`src/rtl/swbct_pkg.sv`:
```
// shared constants and types for the swept box collision time unit
package swbct_pkg;

  localparam int COORD_WIDTH_DEF    = 16;
  localparam int TIME_FRAC_BITS_DEF = 16;

  // two-bit signed normal codes
  localparam logic [1:0] NORM_ZERO = 2'b00;
  localparam logic [1:0] NORM_POS  = 2'b01;
  localparam logic [1:0] NORM_NEG  = 2'b11;

  // control flags carried alongside each transaction
  typedef struct packed {
    logic rej;      // no hit
    logic inf_x;    // zero x motion, unbounded x window
    logic inf_y;    // zero y motion, unbounded y window
    logic dxp;      // move_x > 0
    logic dyp;      // move_y > 0
    logic x_later;  // x entry strictly later than y entry
  } flags_t;

endpackage

```
`src/rtl/swbct_div.sv`:
```
// restoring divider, one quotient bit per pipeline stage
module swbct_div #(
  parameter int NW = swbct_pkg::COORD_WIDTH_DEF + 1,
  parameter int F  = swbct_pkg::TIME_FRAC_BITS_DEF
) (
  input  logic              clk,
  input  logic              rst_n,
  input  logic              en,
  input  logic              v_in,
  input  swbct_pkg::flags_t f_in,
  input  logic [NW-1:0]     num,
  input  logic [NW-1:0]     den,
  output logic              v_out,
  output swbct_pkg::flags_t f_out,
  output logic [F:0]        q_out
);

  logic [NW-1:0]     r_r [0:F];
  logic [NW-1:0]     d_r [0:F];
  logic [F:0]        q_r [0:F];
  swbct_pkg::flags_t f_r [0:F];
  logic [F:0]        v_r;

  always_ff @(posedge clk) begin
    if (!rst_n) begin
      v_r <= '0;
    end else if (en) begin
      v_r <= {v_r[F-1:0], v_in};
    end
  end

  // integer bit
  always_ff @(posedge clk) begin
    if (en) begin
      r_r[0] <= (num >= den) ? num - den : num;
      q_r[0] <= {{F{1'b0}}, (num >= den)};
      d_r[0] <= den;
      f_r[0] <= f_in;
    end
  end

  for (genvar k = 1; k <= F; k++) begin : g_stage
    logic [NW-1:0] rs;
    logic          ge;
    always_comb begin
      rs = {r_r[k-1][NW-2:0], 1'b0};
      ge = rs >= d_r[k-1];
    end
    always_ff @(posedge clk) begin
      if (en) begin
        r_r[k] <= ge ? rs - d_r[k-1] : rs;
        q_r[k] <= {q_r[k-1][F-1:0], ge};
        d_r[k] <= d_r[k-1];
        f_r[k] <= f_r[k-1];
      end
    end
  end

  assign v_out = v_r[F];
  assign f_out = f_r[F];
  assign q_out = q_r[F];

endmodule

```
`config.mk`:
```
export PLATFORM = sky130hd
export DESIGN_NAME = swbct_div
export DESIGN_NICKNAME = d
export VERILOG_FILES = /design/src/rtl/swbct_pkg.sv /design/src/rtl/swbct_div.sv
export SDC_FILE = /design/constraint.sdc
export NUM_CORES = 1
export LEC_CHECK = 0
export BUFFER_PORTS_ARGS = -buffer_cell sky130_fd_sc_hd__buf_2
export CAP_MARGIN = 20
export CORE_MARGIN = 2
export CORE_UTILIZATION = 64
export DETAILED_ROUTE_END_ITERATION = 12
export PLACE_DENSITY = 0.78
export SYNTH_ARGS = -nofsm -noshare
export SYNTH_HDL_FRONTEND = slang
export SYNTH_SLANG_ARGS = --single-unit
```
`constraint.sdc`:
```
create_clock -name clk -period 7 [get_ports clk]
set_input_delay 0.7 -clock clk [delete_from_list [all_inputs] [get_ports clk]]
set_output_delay 0.7 -clock clk [all_outputs]
set_load 0.01 [all_outputs]
```
Word level (Yosys, flattened, before mapping) --
Memories as Yosys holds them, arrays and structs flattened. Index checks and enable logic that the tools add are counted.
Storage, ports and cells: flip-flop bits (word level) 17, bits in writable memories 969, input port bits 44, output and inout port bits 24, logic and storage cells 58, memories kept 4
Memory list:
- d_r | words 17, width 17, read ports 16, clocked after Yosys merged registers in 0, write ports 17, line swbct_div.sv:19 | logic [NW-1:0] d_r [0:F];
- q_r | words 17, width 17, read ports 17, clocked after Yosys merged registers in 0, write ports 17, line swbct_div.sv:20 | logic [F:0] q_r [0:F];
- r_r | words 17, width 17, read ports 16, clocked after Yosys merged registers in 0, write ports 17, line swbct_div.sv:18 | logic [NW-1:0] r_r [0:F];
- f_r | words 17, width 6, read ports 17, clocked after Yosys merged registers in 0, write ports 17, line swbct_div.sv:21 | swbct_pkg::flags_t f_r [0:F];
Operators by class: add/subtract/negate cells 17, magnitude comparators 17, mux-type cells 19
Operator list (number):
- $ge A17 B17 Y1 | 17
- $mux W17 | 17
- $sub A17 B17 Y17 | 17
- $mux W1 | 2

Logic depth before layout (Yosys ltp) --
An unclocked memory read counts as a cell.
depth in word-level cells 3, depth in mapped cells 12, gate-level depth less buffers 10

Worst setup path before layout --
No wires, ideal clock.
path type input-to-reg, start in den[10], end mem r_r[0][10] (netlist name), data pin, library setup time 260 ps, arrival time 2807 ps, data required time 6740 ps, path slack 3933 ps, stages 10, path buffers 1, cells stage by stage inv_1 ha_1 a21o_1 a21o_1 a21oi_1 o311ai_0 o211ai_1 and2_1 buf_2 mux2_2
RTL lines:
- start: declaration | line swbct_div.sv:12 | input logic [NW-1:0] den,
- end: declaration | line swbct_div.sv:18

==> results.md <==
- Final Hold Fails: 0
- XOR/XNOR Fraction of Synth Area: 0.0364
- Slowest CP cell: o21ai_2
- Clock Power Share: 0.236
- Syn nets: 3,577
- R2R Setup Slk: 3.38 ns
- Least-Margin Pin Slew: 1.24 ns
- Int Power: 12.6 mW
- IO Pins: 68
- Die area: 66,400 sq um
- Fmax: 276 MHz
- Filler cell count: 4,159
- WP buf/inv: 2
- Worst-path fanout max: 17
- Post-synthesis sequential element count: 800
- Kind of start point of the critical path: flop
- Flop pwr share: 0.376
- Clk_lat worst skew: 0.65 ns
- Post-route DRC: 0
- Switching share of power: 0.335
- Setup total negative slack: 0 ns
- DRT iter0 DRCs: 2,298
- Synth Area in Compound Gates: 0.107
- Post-DP HPWL: 56,500 microns
- Crit path DAT: 4.00 ns
- Vias in the first global route: 26,400
- H-Tree Depth: 3
- Final Net Count: 3,684
- Hold buffer count at cts: 0
- Pre-CTS WS: 2.99 ns
- Run status: finished, final reports clean
- Top FF cell, synth: edfxtp_1
- Setup Buffers After CTS: 0
- Via Count: 25,700
- CTS sink count: 800
- Die height: 258 microns
- Clk_skew: 0.0319 ns
- Post-Synth Adder-Cell Area: 0.0953
- Iteration count of the initial detailed-routing pass: 10
- Leakage: 18.2 nW
- Max stage delay on crit path: 0.74 ns
- Seq/Total Area, Yosys: 0.579
- Combinational family with the most area after synthesis: compound AO/OA/AOI/OAI gates
- Global router's overall resource usage: 0.241
- Mux cell area share after synthesis: 0.0656
- Clk root buf: clkbuf_16
- Yosys warnings: 0
- Avg Vias per Cell: 6.03
- Post-Syn Instances: 3,229
- Nature of the critical path endpoint: flop
- Power density over the cells: 418 nW/um^2
- Slew Viols, Final: 0
- Post-synth EDFFs: 783
- Worst path required time: 7.38 ns
- Chip width: 258 microns
- Non-filler cells, final: 4,258
- Maxcap violations: 0
- Total CTS buffers: 84
- Reg clk slew, reported paths: 0.06 ns
- Period utilisation layout: 0.517
- Switching power: 6.34 mW
- Min Hold Slack: 0.235 ns
- Final worst slack: 3.38 ns
- Post-CTS sizing: 0
- Slew headroom: 0.176
- Cell family with most CP delay: compound AO/OA/AOI/OAI gates
- Antenna Nets Post-Route: 0
- GP Congestion: 1.01
- Share of cells above drive strength 1: 0.121
- Wire per inst: 18.7 microns
- Routed wire length: 79,600 microns
- Synth Cell Area: 41,200 sq um
- Mapped Avg Cell Area: 12.8 sq um
- Post-synth ARST share: 0
- GRT overflow: 0
- First-pass GRT wire length: 130,000 microns
- Antenna violations before repair: 0
- Simple-gate share of the synthesized area: 0.0750
- RSZ-0062 raised after global routing: false
- Antenna cell count: 0
- CTS Buffer Depth: 3
- Most common cell after layout, fill and taps aside: edfxtp_1
- Row count: 93
- CTS tree: built
- Distinct cells, synth: 77
- Crit path kind: reg2reg
- Comb power frac: 0.388
- HP Class: in2reg
- Number of port buffers: 67
- Inst Count DP: 4,105
- Final setup violation count: 0
- Peak supply drop: 0.210 mV
- CORE AREA: 64,000 sq um
- Largest net degree at the start of global routing: 204
- CP cell instances: inv_1 -> ha_1 -> nor2b_1 -> o31a_1 -> o21ai_0 -> buf_4 -> a211oi_1 -> nor3_1 -> o21ai_2 -> mux2_2
- Initial Utilization: 0.644
- Area Growth Syn to Fin: 9.73%
- Minimum clock period: 3.62 ns
- Most frequent cells in the layout: 783 x edfxtp_1, 366 x inv_1, 288 x ha_1, 181 x mux2_2, 174 x nor2_1
==> registers in the layout, indices dropped and copies added, names as in the netlist <==
name and count:
d_r 272, r_r 256, q_r 153, f_r 102, v_r 17
==> final timing paths <==
check | startpoint | endpoint | cells after the start
hold / removal | den[6] | d_r[0][6]$_DFFE_PP_ | 1
setup / recovery | d_r[0][205]$_DFFE_PP_ | r_r[0][223]$_DFFE_PP_ | 10
hold reg to reg | f_r[8][1]$_DFFE_PP_ | f_r[9][1]$_DFFE_PP_ | 0
setup reg to reg | d_r[0][205]$_DFFE_PP_ | r_r[0][223]$_DFFE_PP_ | 10
==> through the flow <==
stage	utilization	area [sq um]	total power, mW
after global routing	0.706	45200	20.0
after global placement	0.663	42400	13.9
final	0.706	45200	18.9
after CTS	0.706	45200	18.9
after detailed placement	0.663	42400	14.3
after floorplan	-	41200	12.6
==> cells in the mapped netlist, drive strengths merged (8+ instances only) <==
master | n | area share
mux2i | 56 | 0.014
a31oi | 18 | 0.0031
o2111ai | 10 | 0.0021
nor2b | 75 | 0.011
mux2 | 188 | 0.052
a21oi | 168 | 0.021
and2 | 28 | 0.0043
edfxtp | 783 | 0.57
inv | 366 | 0.033
nand3 | 48 | 0.0058
o21a | 53 | 0.0097
nor3 | 38 | 0.0046
nand4 | 34 | 0.0052
o32ai | 10 | 0.0021
o211ai | 13 | 0.0024
o31ai | 26 | 0.0047
and3 | 14 | 0.0021
dfxtp | 17 | 0.0083
ha | 288 | 0.087
nor2 | 174 | 0.016
fa | 16 | 0.0078
o31a | 32 | 0.0068
a211oi | 20 | 0.0036
a21o | 68 | 0.012
a21boi | 15 | 0.0027
xnor2 | 122 | 0.026
o41ai | 8 | 0.0017
or3 | 29 | 0.0044
nand2b | 22 | 0.0033
o21ai | 129 | 0.016
nand2 | 130 | 0.012
o311ai | 12 | 0.0026
xor2 | 49 | 0.010
clkbuf | 24 | 0.0022
o21bai | 13 | 0.0024
buf | 36 | 0.0063
==> worst reg2reg max path: stages, from the launching register on <==
cell,delay (ns)
edfxtp_1,0.38
inv_1,0.06
ha_1,0.29
nor2b_1,0.18
o31a_1,0.18
o21ai_0,0.09
buf_4,0.16
a211oi_1,0.68
nor3_1,0.18
o21ai_2,0.74
mux2_2,0.43
==> kinds of logic (layout without fill, tap and decap cells) <==
logic type      after synthesis  count (layout)
compound gates              658             658
flops                       800             800
simple gates                626             626
buf+inv                     426             600
fa+ha+maj                   304             304
mux                         244             244
xor+xnor                    171             171
==> final cells by class <==
cell class	count	area [sq um]	share of cell area
repair buffers	81	500	0.0111
clock buffers	103	2170	0.0481
flip-flops and latches	800	23900	0.528
multi-input cells	2003	15600	0.346
inverters	366	1370	0.0304
clock inverters	50	611	0.0135
well taps	855	1070	0.0237
==> power groups by stage <==
stage / clock [mW] / sequential, mW / combinational, mW
floorplan: 0 / 6.96 / 5.67
global placement: 0 / 7.14 / 6.75
detailed placement: 0 / 7.18 / 7.15
CTS: 4.55 / 7.10 / 7.24
global route: 4.73 / 7.19 / 8.03
finish: 4.47 / 7.11 / 7.33
==> layer usage <==
metal  vias to the layer above  global-route usage  wire (microns)
met4                         0               0.116            3450
li1                      12200                   -               -
met2                       942               0.427           40800
met1                     12300               0.287           31200
met5                         -                   0               0
met3                       261              0.0368            4130
Power figures use the tool's default switching activity.
