--- src/rtl/swbct_pkg.sv ---
// shared constants and types for the swept box collision time unit
package swbct_pkg;

  localparam int COORD_WIDTH_DEF    = 16;
  localparam int TIME_FRAC_BITS_DEF = 16;

  // two-bit signed normal codes
  localparam logic [1:0] NORM_ZERO = 2'b00;
  localparam logic [1:0] NORM_POS  = 2'b01;
  localparam logic [1:0] NORM_NEG  = 2'b11;

  // control flags carried alongside each transaction
  typedef struct packed {
    logic rej;      // no hit
    logic inf_x;    // zero x motion, unbounded x window
    logic inf_y;    // zero y motion, unbounded y window
    logic dxp;      // move_x > 0
    logic dyp;      // move_y > 0
    logic x_later;  // x entry strictly later than y entry
  } flags_t;

endpackage

--- src/rtl/swbct_setup.sv ---
// broad phase, degenerate checks and per-axis entry and exit fractions
module swbct_setup #(
  parameter int W  = swbct_pkg::COORD_WIDTH_DEF,
  parameter int NW = W + 1
) (
  input  logic                 clk,
  input  logic                 rst_n,
  input  logic                 en,
  input  logic                 in_v,
  input  logic signed [W-1:0]  ml, mt, mr, mb, dx, dy, sl, st, sr, sb,
  output logic                 v_r,
  output swbct_pkg::flags_t    f_r,
  output logic signed [NW-1:0] enx_r, exx_r, dnx_r, eny_r, exy_r, dny_r
);

  logic signed [NW-1:0] e_ml, e_mt, e_mr, e_mb, e_dx, e_dy, e_sl, e_st, e_sr, e_sb;
  logic signed [NW-1:0] bl, bt, br, bb;
  logic                 dxp, dyp, dxz, dyz, miss;
  swbct_pkg::flags_t    f_nxt;

  always_comb begin
    e_ml = NW'(ml); e_mt = NW'(mt); e_mr = NW'(mr); e_mb = NW'(mb);
    e_dx = NW'(dx); e_dy = NW'(dy);
    e_sl = NW'(sl); e_st = NW'(st); e_sr = NW'(sr); e_sb = NW'(sb);
    dxz  = (dx == '0);
    dyz  = (dy == '0);
    dxp  = !dx[W-1] && !dxz;
    dyp  = !dy[W-1] && !dyz;
    // swept box over the whole move
    bl   = dxp ? e_ml : e_ml + e_dx;
    br   = dxp ? e_mr + e_dx : e_mr;
    bt   = dyp ? e_mt : e_mt + e_dy;
    bb   = dyp ? e_mb + e_dy : e_mb;
    miss = (br < e_sl) || (bl > e_sr) || (bb < e_st) || (bt > e_sb);
    f_nxt.rej     = miss || (dxz && dyz) || (st == sb) || (sl == sr);
    f_nxt.inf_x   = dxz;
    f_nxt.inf_y   = dyz;
    f_nxt.dxp     = dxp;
    f_nxt.dyp     = dyp;
    f_nxt.x_later = 1'b0;
  end

  always_ff @(posedge clk) begin
    if (!rst_n) begin
      v_r <= 1'b0;
    end else if (en) begin
      v_r <= in_v;
    end
  end

  always_ff @(posedge clk) begin
    if (en) begin
      f_r <= f_nxt;
      if (dxp) begin
        enx_r <= e_sl - e_mr;
        exx_r <= e_sr - e_ml;
        dnx_r <= e_dx;
      end else begin
        enx_r <= e_ml - e_sr;
        exx_r <= e_mr - e_sl;
        dnx_r <= -e_dx;
      end
      if (dyp) begin
        eny_r <= e_st - e_mb;
        exy_r <= e_sb - e_mt;
        dny_r <= e_dy;
      end else begin
        eny_r <= e_mt - e_sb;
        exy_r <= e_mb - e_st;
        dny_r <= -e_dy;
      end
    end
  end

endmodule

--- config.mk ---
export PLATFORM = sky130hd
export DESIGN_NAME = swbct_setup
export DESIGN_NICKNAME = d
export VERILOG_FILES = /design/src/rtl/swbct_pkg.sv /design/src/rtl/swbct_setup.sv
export SDC_FILE = /design/constraint.sdc
export NUM_CORES = 1
export LEC_CHECK = 0
export ABC_AREA = 1
export BUFFER_PORTS_ARGS = -buffer_cell sky130_fd_sc_hd__clkbuf_2
export CORE_MARGIN = 2
export CORE_UTILIZATION = 40
export CTS_BUF_LIST = sky130_fd_sc_hd__clkbuf_8
export DETAILED_ROUTE_END_ITERATION = 10
export PLACE_DENSITY = 0.6
export SLEW_MARGIN = 20
export SYNTH_ARGS = -nofsm -noshare
export SYNTH_HDL_FRONTEND = slang
export SYNTH_SLANG_ARGS = --single-unit
--- constraint.sdc ---
create_clock -name clk -period 3.85 [get_ports clk]
set_input_delay 0.385 -clock clk [delete_from_list [all_inputs] [get_ports clk]]
set_output_delay 0.385 -clock clk [all_outputs]
set_load 0.05 [all_outputs]
* Word-level counts from Yosys, hierarchy flattened *
Cells that the tools add are included.

operators by class
  reduce and logical (&&, ||, !) cells = 15
  $lt $le $gt $ge = 4
  add/sub/neg operators = 14
  multiplexer cells = 10
  equality and inequality tests = 2

operator list
  cell                                   number
  two-way mux 17 bit                     10
  subtractor 16 x 16 -> 17 bit           8
  adder 16 x 16 -> 17 bit                4
  > comparator 17 x 16 -> 1 bit          2
  less-than comparator 17 x 16 -> 1 bit  2
  negation 16 -> 17 bit                  2
  == test 16 bit                         2
  logical NOT 16 bit                     2
  logical OR 1 bit                       6
  logical NOT 1 bit                      4
  logical AND 1 bit                      3

word-level totals
  word-level logic and storage cells = 57
  output and inout bits = 109
  bits of input ports = 164
  bits in registers = 108

* Logic depth before layout (Yosys ltp) *
  depth after elaboration = 11
  depth in mapped cells = 25
  mapped depth without buffers = 25

* Least setup slack after synthesis *
Ideal clock, no wire load.

  kind = input port to flip-flop
  from = input mr[0]
  to = register f_r[5] (netlist bit), data pin
  path slack = 0.781 ns
  required time = 3.590 ns
  cell stages on the path = 21
  data arrival time = 2.809 ns
  path buffers = 0
  setup time = 0.260 ns
  cell sequence = ha_1 inv_1 fa_1 o21ai_1 nand2_1 nand2_1 nand3_1 nand2_1 nand2_1 nand2_1 a21oi_1 ha_1 nand2_1 nor2_1 nor3b_1 and3_1 nand2_1 nand2_1 nand2_1 nand2_1 nand3_1

RTL lines
  item                  line               text
  start, declared       swbct_setup.sv:10  input logic signed [W-1:0] ml, mt, mr, mb, dx, dy, sl, st, sr, sb,
  end signal, assigned  swbct_setup.sv:53  f_r <= f_nxt;
  end, declared         swbct_setup.sv:12  output swbct_pkg::flags_t f_r,

==> results.json <==
{
  "outcome": "complete, no violations",
  "io_buffers": 271,
  "tritoncts": "yes",
  "rows": 76,
  "die_h_um": 212,
  "cts-resized-gates": 0,
  "stdcell_count": 3466,
  "worstSetupEndpointType": "register",
  "arrival_ns": 3.39,
  "synth_cell_type_count": 50,
  "required_ns": 4.15,
  "drtIter0Drc": 1535,
  "hp-class": "primary input to register",
  "grt_pass1_wl_um": 102000,
  "period_share": 0.803,
  "worst_pin_slew_ns": 0.844,
  "vias": 18500,
  "finalCriticalPeriod_ns": 3.09,
  "globalplace.congestion": 0.970,
  "antenna_found_initial": 6,
  "slew_viol_final": 0,
  "placed_cells": 3445,
  "io_pins": 273,
  "htreeDepth": 3,
  "crit_buf_inv": 2,
  "crit_type": "primary input to register",
  "initial_core_util": 0.403,
  "synth_edf_count": 107,
  "crit_family": "simple AND/OR/NAND/NOR gates",
  "wirelength_um": 68000,
  "hold_viol": 0,
  "wire_per_inst_um": 19.6,
  "globalRoute.totalOverflow": 0,
  "p_leak_nw": 10.4,
  "crit_path_frequent_cell": "nand2_1",
  "core_area_um2": 42800,
  "die_width_um": 212,
  "skew_ns": 0,
  "areaGrowthSynthToFinish_pct": 12.9,
  "maxCapViolations": 0,
  "yosys_warnings": 0,
  "syn_area_per_cell_um2": 6.49,
  "vdd_drop_max_v": 0.000191,
  "cts_buffers": 9,
  "yosys_most_used_dff": "edfxtp_1",
  "route.detailed.drc": 0,
  "cts_sinks": 108,
  "track_usage": 0.303,
  "place_area_um2": 19200,
  "cp_max_fo": 4,
  "clk_pin_slew_ns": 0.18,
  "startpoint_type": "primary input",
  "yosysTopAreaCell": "ha_1",
  "rsz0062_at_grt": "false",
  "power_mw": 5.59,
  "syn_area_um2": 17200,
  "grt_max_degree": 65,
  "setup_violations": 0,
  "cts_hold_buf": 0,
  "die_area_um2": 44800,
  "root_buffer": "clkbuf_8",
  "drive_gt1_frac": 0.113,
  "synthTopCellsByArea": "ha_1 (19%), edfxtp_1 (19%), nand2_1 (15%), inv_1 (8.5%), a21oi_1 (7.0%)",
  "max_stage_delay_ns": 0.40,
  "clock.fmax_mhz": 323,
  "cts_buffer_depth": 2,
  "worst_path_max_delay_cell": "fa_1",
  "relSlewSlack": 0.431,
  "antenna_left": 0,
  "cellPowerDensity_nw_per_um2": 287,
  "synth_seq_cells": 108,
  "dp_hpwl_um": 58500,
  "nFillCells": 4635,
  "vias_per_cell": 5.33,
  "worstPathCellList": "clkbuf_2 > ha_1 > inv_1 > fa_1 > o21ai_1 > nand2_1 > nand2_1 > nand3_1 > nand2_1 > nand2_1 > nand2_1 > a21oi_1 > ha_1 > nand2_1 > nor2_1 > nor3b_1 > and3_1 > nand2_1 > nand2_1 > nand2_1 > nand2_1 > nand3_1",
  "grt_pass1_vias": 17400,
  "finish.net_count": 3346,
  "synth_async_sr_flop_share": 0,
  "synth_top_area_frac": 0.189,
  "ys_seq_area_frac": 0.188,
  "final_area_um2": 19400,
  "postSynthCellCount": 2654,
  "drtPass1Iterations": 6,
  "setup_tns_ns": 0,
  "post_cts_buffers": 0,
  "clkLatencyLatePin_ns": 0.46
}
==> worst paths after layout <==
path / from / to / slack (ns) / depth (start not counted)
setup / recovery: dx[0] / f_r[5] / 0.76 / 22
hold / removal: in_v / v_r / 0.12 / 3
setup reg to reg: v_r / v_r / 3.20 / 2
hold reg to reg: v_r / v_r / 0.56 / 2
==> state kept, by name, summed over array words and instances, names as in the netlist <==
signal  cells
dnx_r      17
dny_r      17
enx_r      17
eny_r      17
exx_r      17
exy_r      17
f_r         5
v_r         1
==> synthesized netlist by cell type (all sizes together) (6+ instances only) <==
library cell	n
o21a	6
a21o	16
nand3	150
inv	391
xnor2	43
nor2	244
o21ai	212
buf	33
nand4	19
nor3	36
fa	12
nand2	699
xor2	92
edfxtp	107
o31ai	6
ha	260
or2	7
clkbuf	19
a21oi	242
o21bai	21
==> stage by stage <==
step,util,setup WS (ns),hold WS (ns)
2_1_floorplan,-,0.781,0.478
3_3_place_gp,0.449,0.234,0.523
3_5_place_dp,0.449,0.177,0.531
4_1_cts,0.454,0.762,0.0916
5_1_grt,0.454,0.452,0.134
6_report,0.454,0.757,0.124
==> cell usage in the layout, fill, tap and decap left out, types with 4 or more instances in the layout <==
cell,n
nand2_1,696
inv_1,388
clkbuf_2,270
ha_1,260
a21oi_1,241
nor2_1,240
o21ai_0,169
nand3_1,150
edfxtp_1,107
xor2_1,92
o21ai_1,43
xnor2_1,43
nor3_1,34
buf_4,22
o21bai_1,21
nand4_1,19
a21o_1,16
fa_1,12
clkbuf_8,9
o31ai_1,6
o21a_1,6
diode_2,5
o22ai_1,5
o211ai_1,5
or2_2,4
nor4_1,4
a21boi_0,4
mux2i_1,4
==> where the power goes <==
part	total [mW]	switching, mW	internal, mW
Clock	0.799	0.542	0.258
Combinational	3.26	2.29	0.964
Sequential	1.53	0.0422	1.48
==> layout make-up <==
type	count	area (um2)	area share
diodes	5	12.5	0.000643
clock buffers	9	124	0.00637
clock inverters	7	80.1	0.00412
inverters	392	1470	0.0757
multi-input cells	2104	12300	0.631
flip-flops and latches	108	3230	0.166
well taps	546	683	0.0351
repair buffers	295	1580	0.0811
==> logic make-up after synthesis <==
family,Yosys count,share of synthesized area
buffers and inverters,444,0.101
muxes,4,0.00232
DFF,108,0.188
adders and majority gates,272,0.203
AOI/OAI and AO/OA,523,0.162
other,1,0.000218
and+or+nand+nor,1167,0.276
xor gates and xnor gates,135,0.0686
==> routing by layer <==
layer	routed length, um	up-vias	GRT usage
met5	18	-	0
met2	28100	722	0.447
li1	-	9187	-
met3	5390	68	0.0386
met1	33300	8506	0.462
met4	1290	2	0.0755
==> worst register-to-register path, stage by stage (launching register included) <==
cell and delay [ns]:
dfxtp_1 0.32, o21ai_0 0.17, a21oi_1 0.05
Power figures use the tool's default switching activity.
